$ cat src/rtl/hbsg_pkg.sv
package hbsg_pkg;

   // panel geometry and source store size
   localparam int DST_WIDTH   = 64;
   localparam int DST_HEIGHT  = 32;
   localparam int SCAN_ROWS   = 16;
   localparam int SRC_MAX_DIM = 64;
   localparam int PLANES      = 8;

   // derived widths
   localparam int COL_W     = $clog2(DST_WIDTH + 2);
   localparam int ROW_W     = 5;
   localparam int PLANE_W   = 3;
   localparam int DIM_W     = 7;
   localparam int PIX_W     = 6;
   localparam int Y_W       = ROW_W + 2;
   localparam int PROD_W    = Y_W + DIM_W;
   localparam int MEM_DEPTH = SRC_MAX_DIM * SRC_MAX_DIM;
   localparam int MEM_AW    = (MEM_DEPTH > 1) ? $clog2(MEM_DEPTH) : 1;
   localparam int DIM_LIM   = (SRC_MAX_DIM < 64) ? SRC_MAX_DIM : 64;

   // stream widths
   localparam int REQ_DATA_W = 40;
   localparam int RSP_DATA_W = 16;

   // configuration port
   localparam int CSR_AW       = 3;
   localparam int CSR_DW       = 32;
   localparam bit REG_SRC_WIDTH  = 1'b0;
   localparam bit REG_SRC_HEIGHT = 1'b1;

   // request kinds
   localparam bit REQ_WRITE = 1'b0;
   localparam bit REQ_EMIT  = 1'b1;

   // controller commands to the datapath
   typedef struct packed {
      logic mem_wr;
      logic rd_top;
      logic rd_bot;
      logic load_out;
   } hbsg_cmd_type;

   // datapath status back to the controller
   typedef struct packed {
      logic out_free;
   } hbsg_sts_type;

   // zero counts as one, large values saturate
   function automatic logic [DIM_W-1:0] eff_dim(input logic [DIM_W-1:0] raw);
      logic [DIM_W-1:0] res;
      if (raw == '0) begin
         res = DIM_W'(1);
      end else if (raw > DIM_W'(DIM_LIM)) begin
         res = DIM_W'(DIM_LIM);
      end else begin
         res = raw;
      end
      return res;
   endfunction

endpackage

$ cat src/rtl/hbsg_ctrl.sv
module hbsg_ctrl
   import hbsg_pkg::*;
(
   input  logic         clock,
   input  logic         reset,
   input  logic         req_tvalid,
   input  logic         req_type_bit,
   output logic         req_tready,
   input  hbsg_sts_type sts,
   output hbsg_cmd_type cmd
);

   localparam logic [1:0] S_IDLE = 2'd0;
   localparam logic [1:0] S_TOP  = 2'd1;
   localparam logic [1:0] S_BOT  = 2'd2;
   localparam logic [1:0] S_LOAD = 2'd3;

   logic [1:0] state_ff;
   logic [1:0] state_in;
   logic       accept;

   assign req_tready = (state_ff == S_IDLE);
   assign accept     = req_tvalid && req_tready;

   // next state and commands
   always_comb begin
      state_in     = state_ff;
      cmd          = '0;
      case (state_ff)
         S_IDLE: begin
            if (accept && (req_type_bit == REQ_WRITE)) begin
               cmd.mem_wr = 1'b1;
            end else if (accept) begin
               state_in = S_TOP;
            end
         end
         S_TOP: begin
            cmd.rd_top = 1'b1;
            state_in   = S_BOT;
         end
         S_BOT: begin
            cmd.rd_bot = 1'b1;
            state_in   = S_LOAD;
         end
         S_LOAD: begin
            if (sts.out_free) begin
               cmd.load_out = 1'b1;
               state_in     = S_IDLE;
            end
         end
         default: begin
            state_in = S_IDLE;
         end
      endcase
   end

   always_ff @(posedge clock) begin
      if (reset) begin
         state_ff <= S_IDLE;
      end else begin
         state_ff <= state_in;
      end
   end

   // an emitted word only follows a top and a bottom read
   a_load_after_reads: assert property (@(posedge clock) disable iff (reset)
      cmd.load_out |-> (state_ff == S_LOAD) && sts.out_free)
      else $error("word loaded outside the load step");
   a_top_then_bot: assert property (@(posedge clock) disable iff (reset)
      cmd.rd_top |=> cmd.rd_bot)
      else $error("bottom read did not follow top read");
   a_no_accept_busy: assert property (@(posedge clock) disable iff (reset)
      (cmd.rd_top || cmd.rd_bot) |-> !req_tready)
      else $error("request taken during a fetch");

endmodule

$ cat config.mk
export PLATFORM = sky130hd
export DESIGN_NAME = hbsg_ctrl
export DESIGN_NICKNAME = d
export VERILOG_FILES = /design/src/rtl/hbsg_pkg.sv /design/src/rtl/hbsg_ctrl.sv
export SDC_FILE = /design/constraint.sdc
export NUM_CORES = 1
export LEC_CHECK = 0
export BUFFER_PORTS_ARGS = -buffer_cell sky130_fd_sc_hd__buf_2
export CORE_AREA = 4 4 41 43
export DETAILED_ROUTE_END_ITERATION = 10
export DIE_AREA = 0 0 45 47
export GPL_TIMING_DRIVEN = 0
export MAX_ROUTING_LAYER = met4
export PLACE_DENSITY = 0.36
export SKIP_CTS_REPAIR_TIMING = 1
export SYNTH_ARGS = -nofsm -noshare
export SYNTH_HDL_FRONTEND = slang
export SYNTH_SLANG_ARGS = --single-unit
export TNS_END_PERCENT = 50
$ cat constraint.sdc
create_clock -name clock -period 1.8 [get_ports clock]
set_clock_uncertainty 0.2 [all_clocks]
set_input_delay 0.18 -clock clock [delete_from_list [all_inputs] [get_ports clock]]
set_output_delay 0.18 -clock clock [all_outputs]
set_load 0.02 [all_outputs]
After elaboration in Yosys (flattened, before gate mapping):

Index checks and enable logic that the tools add are counted.

* equal/unequal tests: 6
* multiplexer cells: 10
* bitwise logic cells: 1
* reduce and logical (&&, ||, !) cells: 4

Operator list (number)
* $pmux 2 s4: 1
* $mux 1: 6
* $mux 2: 3
* $eq 2x2->1 const B: 2
* $ne 2x2->1 const B: 2
* $reduce_and 3->1: 1
* $eq 2x1->1 const B: 1
* $logic_and 1x1->1: 2
* $logic_not 2->1: 1
* $ne 2x1->1 const B: 1
* $not 1->1: 1

* bits in registers: 2
* input bits: 5

Longest topological paths before layout:

Gate-level depths: netlist of the first run.

* depth in word-level cells: 5
* depth in mapped cells: 5

Worst setup path after synthesis of the first run:

OpenSTA, ideal clock, no wires.

* kind: register to register
* start: reg state_ff[0]
* end: reg state_ff[0]
* setup time: 87 ps
* data arrival time: 1193 ps
* path slack: 320 ps
* stages on the path, launching flop included: 6
* period minus slack after synthesis: 1480 ps
* cells stage by stage: dfxtp_1 inv_1 ha_1 nor2_4 a2111o_1 o31ai_1

* longest elaborated chain between the ends: 5
* elaborated cells on any way between the ends: 11
* those cells by class: eq/ne (6); mux (1); reduce/logical (4)

Ends and longest elaborated chain
* from (decl): RTL line hbsg_ctrl.sv:18 `logic [1:0] state_ff;`
* from (signal assigned): RTL line hbsg_ctrl.sv:61 `state_ff <= state_in;`
* $logic_not 2->1: RTL line hbsg_ctrl.sv:22, hbsg_ctrl.sv:29
* $logic_and 1x1->1: RTL line hbsg_ctrl.sv:23 `assign accept = req_tvalid && req_tready;`
* $logic_and 1x1->1: RTL line hbsg_ctrl.sv:31 `if (accept && (req_type_bit == REQ_WRITE)) begin`
* $ne 2x2->1 (no line)
* $reduce_and 3->1 (no line)

Several ways; a longest one is shown, not always the timed one.
A chain may end at the register's enable or synchronous reset.

==> impl_metrics.ini, run 1 <==
[run_status]
run_status = complete, no violations

[cts]
path_clk_slew_ns = 0.03
cts_buffers = 3
tritoncts_clock_tree = done
clk-insertion-delay-late_ns = 0.22
clock_sinks = 2
htree_levels = 1
clk_root_buffer_cell = sky130_fd_sc_hd__clkbuf_4
ctsLongestPathBuffers = 2

[placement]
place_inst = 45
pre_cts_ws_ns = 0.363
dpl_cell_area_um2 = 255
routabilityCongestion = 0.704
io_buffer_count = 9

[yosys]
synth_cells = 21
yosysUniqueCellTypes = 13
synth_fp_nets = 31
synth-async-reset-ratio_pct = 0
synth_warnings = 0
ys.flop_type = sky130_fd_sc_hd__dfxtp_1
seq_area_frac_synth_pct = 20.9
post_synthesis_average_cell_area_um2 = 9.12
synth_seq_cells = 2
area_of_the_mapped_netlist_um2 = 191
synth_edf_count = 0

[worst_setup_path]
worstSetupPathType = flop to primary output
critical_path.max_fanout = 4
worst_path_required_time_ns = 1.42
worst_r2r_path_depth = 4
crit_path_end_kind = primary output
timing.critical_path.from_type = flop
critPathArrivalTime_ns = 1.20

[layout]
finalInstanceArea_um2 = 278
largest_reg_flops = 2
layout.filler_cells = 152
seqCellArea_um2 = 40.0
area_growth_pct = 45.1
registers.top_by_ff_count = state_ff
num_antenna_cells = 0
nets = 45
largest_registers = state_ff: 2 flops
instances_no_fill = 48
multi_input_area_um2 = 144
layout-drive-gt1-share_pct = 39.4

[sta]
grt_setup_unrepaired = no
max_slew.worst_pin.slew_ns = 0.211
final_period_minus_worst_setup_slack_ns = 1.58
slew_headroom_pct = 85.8
finalHoldViolations = 0
final_min_period_over_clock_period_pct = 87.6
finalSetupTns_ns = 0
worst_slack_ns = 0.223
setup_viol_count_final = 0
timing_max_transition_violations_final = 0
final.hold.worst_slack_ns = 0.000475
fmax_mhz = 634

[power]
ir_worst_vdd_mv = 0.633
cellLeakagePower_nw = 0.142
power_density_nw_per_um2 = 1670

[routing]
post_drt_antenna_nets = 0
post_drt_via_cell_ratio = 3.56
routed_wirelength_um = 393
drc = 0
drt-pass1-iter-count = 2
routed_wire_length_per_instance_um = 8.19
initialDrtViolationCount = 2
vias = 171

[global_route]
antenna_violations_before_repair = 0
vias_in_the_first_global_route = 174
grt_overflow_total = 0
first_pass_grt_wire_length_um = 690
global_route_usage_over_all_layers_pct = 5.13
grt_max_degree = 5

[run]
drv_cap = 0

[floorplan]
design.core.area_um2 = 1300
floorplan.die.height_um = 47
ioPinCount = 10
initial_standard_cell_utilization_of_the_core_pct = 14.7
die_w_um = 45
rows = 13
full_die_area_um2 = 2120

[worst_hold_path]
hp-class = input pin to flop
holdPathStages = 2
## metal layers
| metal | share of wire (%) | track usage, % |
|---|---|---|
| met1 | 47 | 5.42 |
| met3 | 15 | 3.83 |
| met4 | 0 | 5.26 |
| met5 | 0 | - |
| met2 | 38 | 5.65 |
## layout make-up
type                            count  share of cell area, %
Timing Repair Buffer                9                   16.2
Multi-Input combinational cell     17                   51.8
Tap cell                           15                   6.76
Clock buffer                        3                   8.11
Sequential cell                     2                   14.4
Inverter                            2                   2.70
## worst paths after layout
check | startpoint | endpoint | slack (ns)
worst max register to register | state_ff[0] | state_ff[0] | 0.37
worst max-delay path | state_ff[0] | cmd[3] | 0.22
worst min-delay path | reset | state_ff[0] | 0.0005
worst min register to register | state_ff[1] | state_ff[1] | 0.32
## logic make-up after synthesis
logic type | Yosys count | synth area share (%)
adder cells (fa/ha/maj) | 5 | 32.7
flip-flops | 2 | 20.9
buffers and inverters | 2 | 3.92
AND/OR/NAND/NOR | 8 | 24.8
multiplexers | 1 | 5.23
AO/OA/AOI/OAI | 3 | 12.4
## layout by cell type, fill, tap and decap left out
cell / n
sky130_fd_sc_hd__buf_2: 9
sky130_fd_sc_hd__a21oi_1: 1
sky130_fd_sc_hd__clkbuf_4: 3
sky130_fd_sc_hd__dfxtp_1: 2
sky130_fd_sc_hd__mux2i_1: 1
sky130_fd_sc_hd__nand2_1: 2
sky130_fd_sc_hd__a2111o_1: 1
sky130_fd_sc_hd__nand2b_1: 2
sky130_fd_sc_hd__and2_1: 1
sky130_fd_sc_hd__ha_1: 5
sky130_fd_sc_hd__inv_1: 2
sky130_fd_sc_hd__nor2_1: 1
sky130_fd_sc_hd__o31ai_1: 1
sky130_fd_sc_hd__nor2_4: 1
sky130_fd_sc_hd__nor2b_1: 1
## per-stage QoR
stage,util [%],power [mW]
detailed placement,19.6,0.373
floorplan,-,0.310
global route,21.3,0.512
finish,21.3,0.465
CTS,21.3,0.477
global placement,19.6,0.372
## critical path, cell delays in order (launching register included)
cell	delay [ns]
sky130_fd_sc_hd__dfxtp_1	0.32
sky130_fd_sc_hd__inv_1	0.12
sky130_fd_sc_hd__ha_1	0.23
sky130_fd_sc_hd__nand2_1	0.07
sky130_fd_sc_hd__nor2_1	0.08
sky130_fd_sc_hd__buf_2	0.16
## report_power, final
| part | total, mW | switching [mW] | internal [mW] |
|---|---|---|---|
| logic | 0.281 | 0.166 | 0.115 |
| clock network | 0.0976 | 0.0241 | 0.0734 |
| registers | 0.0859 | 0.0201 | 0.0658 |
| total | 0.465 | 0.211 | 0.254 |
## cell usage after synthesis (2+ instances only)
master                     count  share of area [%]
sky130_fd_sc_hd__nand2b_1      2                6.5
sky130_fd_sc_hd__ha_1          5                 33
sky130_fd_sc_hd__dfxtp_1       2                 21
sky130_fd_sc_hd__inv_1         2                3.9
sky130_fd_sc_hd__nand2_1       2                3.9
No activity file was read; power rests on OpenSTA's default activity.
==> run 2, diff against run 1 <==
- PLACE_DENSITY: 0.36 -> 0.37
- clock period: 1.8 -> 1.35 ns (I/O delays scaled with it)
==> run 2 against run 1 <==
The flow now finishes with violations (setup timing); sequential power rose by 70%; sequential share of layout area fell by 2.0 points; core utilization rose by 6.5 points; clock-buffer cell count did not move; final area rose by 31%; sequential cell count did not move; largest power group unchanged.
==> impl_metrics.ini, run 2 (synthesized netlist as in run 1, its figures left out) <==
[worst_setup_path]
worstSetupPathType = flop to flop
critical_path.max_fanout = 4
cpPeakStageDelay_ns = 0.37
path_cells = inv_4, ha_1, nor2_4, a2111o_1, o31ai_1
timing.critical_path.from_type = flop
worst_path_required_time_ns = 1.27
timing.reg2reg.setup_slack_ns = -0.04
critPathArrivalTime_ns = 1.32
critical_path.slowest_cell = sky130_fd_sc_hd__a2111o_1
crit_path_end_kind = flop

[cts]
cts_buffers = 3
clock_sinks = 2
clk_root_buffer_cell = sky130_fd_sc_hd__clkbuf_4
tritoncts_clock_tree = done
htree_levels = 1
path_clk_slew_ns = 0.03
ctsLongestPathBuffers = 2
clk-insertion-delay-late_ns = 0.22

[sta]
final_min_period_over_clock_period_pct = 103
setup_viol_count_final = 4
timing_max_transition_violations_final = 0
final_period_minus_worst_setup_slack_ns = 1.39
slew_headroom_pct = 82.9
worst_slack_ns = -0.0440
finalHoldViolations = 0
grt_setup_unrepaired = yes
final.hold.worst_slack_ns = 0.123
max_slew.worst_pin.slew_ns = 0.256
fmax_mhz = 717

[global_route]
grt_max_degree = 5
first_pass_grt_wire_length_um = 641
global_route_usage_over_all_layers_pct = 4.88
antenna_violations_before_repair = 0
grt_overflow_total = 0
vias_in_the_first_global_route = 167

[layout]
registers.top_by_ff_count = state_ff
nets = 48
num_antenna_cells = 0
commonest_non_fill_non_tap_cells_in_the_layout = 8 x sky130_fd_sc_hd__buf_2, 3 x sky130_fd_sc_hd__clkbuf_4
largest_reg_flops = 2
area_growth_pct = 89.5
most_common_cell_after_layout_fill_and_taps_aside = sky130_fd_sc_hd__buf_2
largest_registers = state_ff: 2 flops
layout-drive-gt1-share_pct = 69.4

[floorplan]
ioPinCount = 10
rows = 13
design.core.area_um2 = 1300
initial_standard_cell_utilization_of_the_core_pct = 14.7
die_w_um = 45
floorplan.die.height_um = 47
full_die_area_um2 = 2120

[placement]
io_buffer_count = 9
routabilityCongestion = 0.685
pre_cts_ws_ns = -0.150

[routing]
vias = 188
post_drt_antenna_nets = 0
initialDrtViolationCount = 0
routed_wire_length_per_instance_um = 9.27
drc = 0
routed_wirelength_um = 473
post_drt_via_cell_ratio = 3.69
drt-pass1-iter-count = 1

[power]
ir_worst_vdd_mv = 0.798
cellLeakagePower_nw = 0.159
power_density_nw_per_um2 = 2300

[run_status]
failed_checks = setup timing
run_status = complete, but fails checks

[worst_hold_path]
hp-class = input pin to flop

[run]
drv_cap = 0
run 2: changes by cell type in the layout (fill, tap and decap cells not counted), sizes merged:
cell	before	now
buf	9	11
dlygate4sd3	0	1
run 2: path summary, 6_finish.rpt:
kind	startpoint	end	depth (start not counted)
min reg2reg	state_ff[1]	state_ff[1]	2
max reg2reg	state_ff[0]	state_ff[0]	5
max	state_ff[0]	state_ff[0]	5
min	sts	state_ff[0]	4
run 2: per-stage QoR:
| stage | util, % | cells | instance area (um^2) | setup TNS [ns] | power, mW |
|---|---|---|---|---|---|
| floorplan | - | 21 | 209 | -0.0533 | 0.449 |
| global placement | 21.0 | 45 | 273 | -0.187 | 0.530 |
| detailed placement | 21.0 | 45 | 273 | -0.248 | 0.538 |
| CTS | 22.7 | 48 | 295 | -0.868 | 0.678 |
| global route | 27.9 | 51 | 363 | -0.314 | 0.906 |
| finish | 27.9 | 51 | 363 | -0.110 | 0.833 |
run 2: area by class of cell:
cell class	count	area (um^2)
Timing Repair Buffer	12	76.3
Inverter	2	12.5
Clock buffer	3	22.5
Multi-Input combinational cell	17	188
Sequential cell	2	45.0
Fill cell	150	938
Tap cell	15	18.8
run 2: metal layers:
metal  up-vias  global-route usage, %  wire length, um  share of wire, %
li1        101                      -                -                 -
met2         5                   6.78              268                57
met3         0                   2.68               28               5.9
met1        82                   3.84              176                37
met5         -                      -                0                 0
met4         0                   7.02                0                 0
run 2: where the power goes:
group          total, mW  internal [mW]  switching (mW)
clock              0.131         0.0980          0.0331
sequential         0.146         0.0986          0.0471
combinational      0.556          0.273           0.283
total              0.833          0.469           0.364
run 2: worst max-delay path: cells and delay by family, from the launching register on:
family / cells / cell delay (ns)
buffers and inverters: 1 / 0.09
AND/OR/NAND/NOR: 1 / 0.04
adder cells (fa/ha/maj): 1 / 0.19
flip-flops: 1 / 0.33
AO/OA/AOI/OAI: 2 / 0.44
==> run 3, diff against run 2 <==
- CELL_PAD_IN_SITES_DETAIL_PLACEMENT: default -> 0
- CELL_PAD_IN_SITES_GLOBAL_PLACEMENT: default -> 1
- PLACE_DENSITY: 0.37 -> 0.47
==> run 3 against run 2 <==
The run still ends with setup timing left; die area unchanged; critical path depth stayed put; via count fell by 4.3%; register-to-register slack about the same; maximum frequency is 0.11% higher; critical endpoint is now cmd[3]; combinational power decreased by 14%; worst hold slack improved by 0.0085 ns; sequential cell count unchanged; highest routed layer unchanged.
==> impl_metrics.ini, run 3 (synthesized netlist as in run 1, its figures left out) <==
[worst_hold_path]
hp-class = input pin to flop
holdPathStages = 4

[placement]
pre_cts_ws_ns = -0.135
post_dp_hpwl_um = 346
io_buffer_count = 9
place_inst = 45
routabilityCongestion = 0.652

[sta]
timing_max_transition_violations_final = 0
grt_setup_unrepaired = yes
final_period_minus_worst_setup_slack_ns = 1.39
finalHoldViolations = 0
setup_viol_count_final = 3
fmax_mhz = 718
slew_headroom_pct = 86.2
worst_slack_ns = -0.0424
max_slew.worst_pin.slew_ns = 0.205
finalSetupTns_ns = -0.105
final_min_period_over_clock_period_pct = 103

[cts]
path_clk_slew_ns = 0.03
htree_levels = 1
clk-insertion-delay-late_ns = 0.22
cts_buffers = 3
tritoncts_clock_tree = done
clock_sinks = 2
clk_root_buffer_cell = sky130_fd_sc_hd__clkbuf_4
ctsLongestPathBuffers = 2

[routing]
post_drt_antenna_nets = 0
drc = 0
initialDrtViolationCount = 1
post_drt_via_cell_ratio = 3.67
vias = 180
drt-pass1-iter-count = 2
routed_wire_length_per_instance_um = 8.69
routed_wirelength_um = 426

[layout]
layout-drive-gt1-share_pct = 67.6
registers.top_by_ff_count = state_ff
final_core_util_pct = 26.2
area_growth_pct = 77.8
largest_reg_flops = 2
most_common_cell_after_layout_fill_and_taps_aside = sky130_fd_sc_hd__buf_2
commonest_non_fill_non_tap_cells_in_the_layout = 8 x sky130_fd_sc_hd__buf_2, 3 x sky130_fd_sc_hd__clkbuf_4
num_antenna_cells = 0
nets = 46
largest_registers = state_ff: 2 flops
instances_no_fill = 49

[global_route]
global_route_usage_over_all_layers_pct = 5.13
vias_in_the_first_global_route = 182
grt_max_degree = 5
first_pass_grt_wire_length_um = 669
antenna_violations_before_repair = 0
grt_overflow_total = 0

[worst_setup_path]
worstSetupPathType = flop to primary output
worst_r2r_path_depth = 5
worst_path_required_time_ns = 1.01
timing.critical_path.from_type = flop
critPathArrivalTime_ns = 1.06
crit_path_end_kind = primary output
critical_path.max_fanout = 4

[floorplan]
rows = 13
full_die_area_um2 = 2120
ioPinCount = 10
design.core.area_um2 = 1300
floorplan.die.height_um = 47
initial_standard_cell_utilization_of_the_core_pct = 14.7
die_w_um = 45

[power]
share_seq_of_total_power_pct = 19.2
power_density_nw_per_um2 = 2210
comb_power_share_pct = 63.5
ir_worst_vdd_mv = 0.881
cell_internal_pwr_mw = 0.416
netsw_mw = 0.336
power_switching_share_pct = 44.7
clockPowerShare_pct = 17.4
cellLeakagePower_nw = 0.149

[run_status]
run_status = complete, but fails checks
failed_checks = setup timing

[run]
drv_cap = 0
-- run 3: cell type report --
class / count / area, um^2
repair buffers: 10 / 61.3
flip-flops and latches: 2 / 45.0
well taps: 15 / 18.8
fillers: 148 / 961
clock buffers: 3 / 22.5
multi-input cells: 17 / 180
inverters: 2 / 12.5
-- run 3: power groups by stage --
stage | clock network (mW) | logic, mW | registers [mW]
CTS | 0.141 | 0.417 | 0.118
global placement | 0 | 0.411 | 0.119
finish | 0.130 | 0.477 | 0.144
detailed placement | 0 | 0.414 | 0.119
global route | 0.148 | 0.518 | 0.146
floorplan | 0 | 0.337 | 0.113
-- run 3: per-stage QoR --
| step | total power [mW] | hold slack, ns | area (um^2) |
|---|---|---|---|
| finish | 0.752 | 0.132 | 340 |
| global route | 0.812 | 0.157 | 340 |
| detailed placement | 0.533 | 0.183 | 273 |
| floorplan | 0.449 | 0.0385 | 209 |
| CTS | 0.676 | -0.0546 | 295 |
| global placement | 0.530 | 0.183 | 273 |
-- run 3: path summary, 6_finish.rpt --
kind,from,end,slack (ns)
hold / removal,sts,state_ff[1],0.13
hold reg to reg,state_ff[1],state_ff[1],0.33
setup / recovery,state_ff[1],cmd[3],-0.04
setup reg to reg,state_ff[0],state_ff[0],-0.04
-- run 3: per-layer routing --
metal	wire length (um)	track usage [%]	vias up
met5	0	-	-
li1	-	-	97
met4	0	7.02	0
met3	28	2.30	0
met2	219	7.06	6
met1	179	4.51	77
-- run 3: worst max-delay path: stages, from the launching register on --
cell	delay (ns)
sky130_fd_sc_hd__dfxtp_4	0.36
sky130_fd_sc_hd__inv_4	0.07
sky130_fd_sc_hd__ha_4	0.15
sky130_fd_sc_hd__nand2_2	0.05
sky130_fd_sc_hd__nor2_2	0.09
sky130_fd_sc_hd__buf_6	0.12
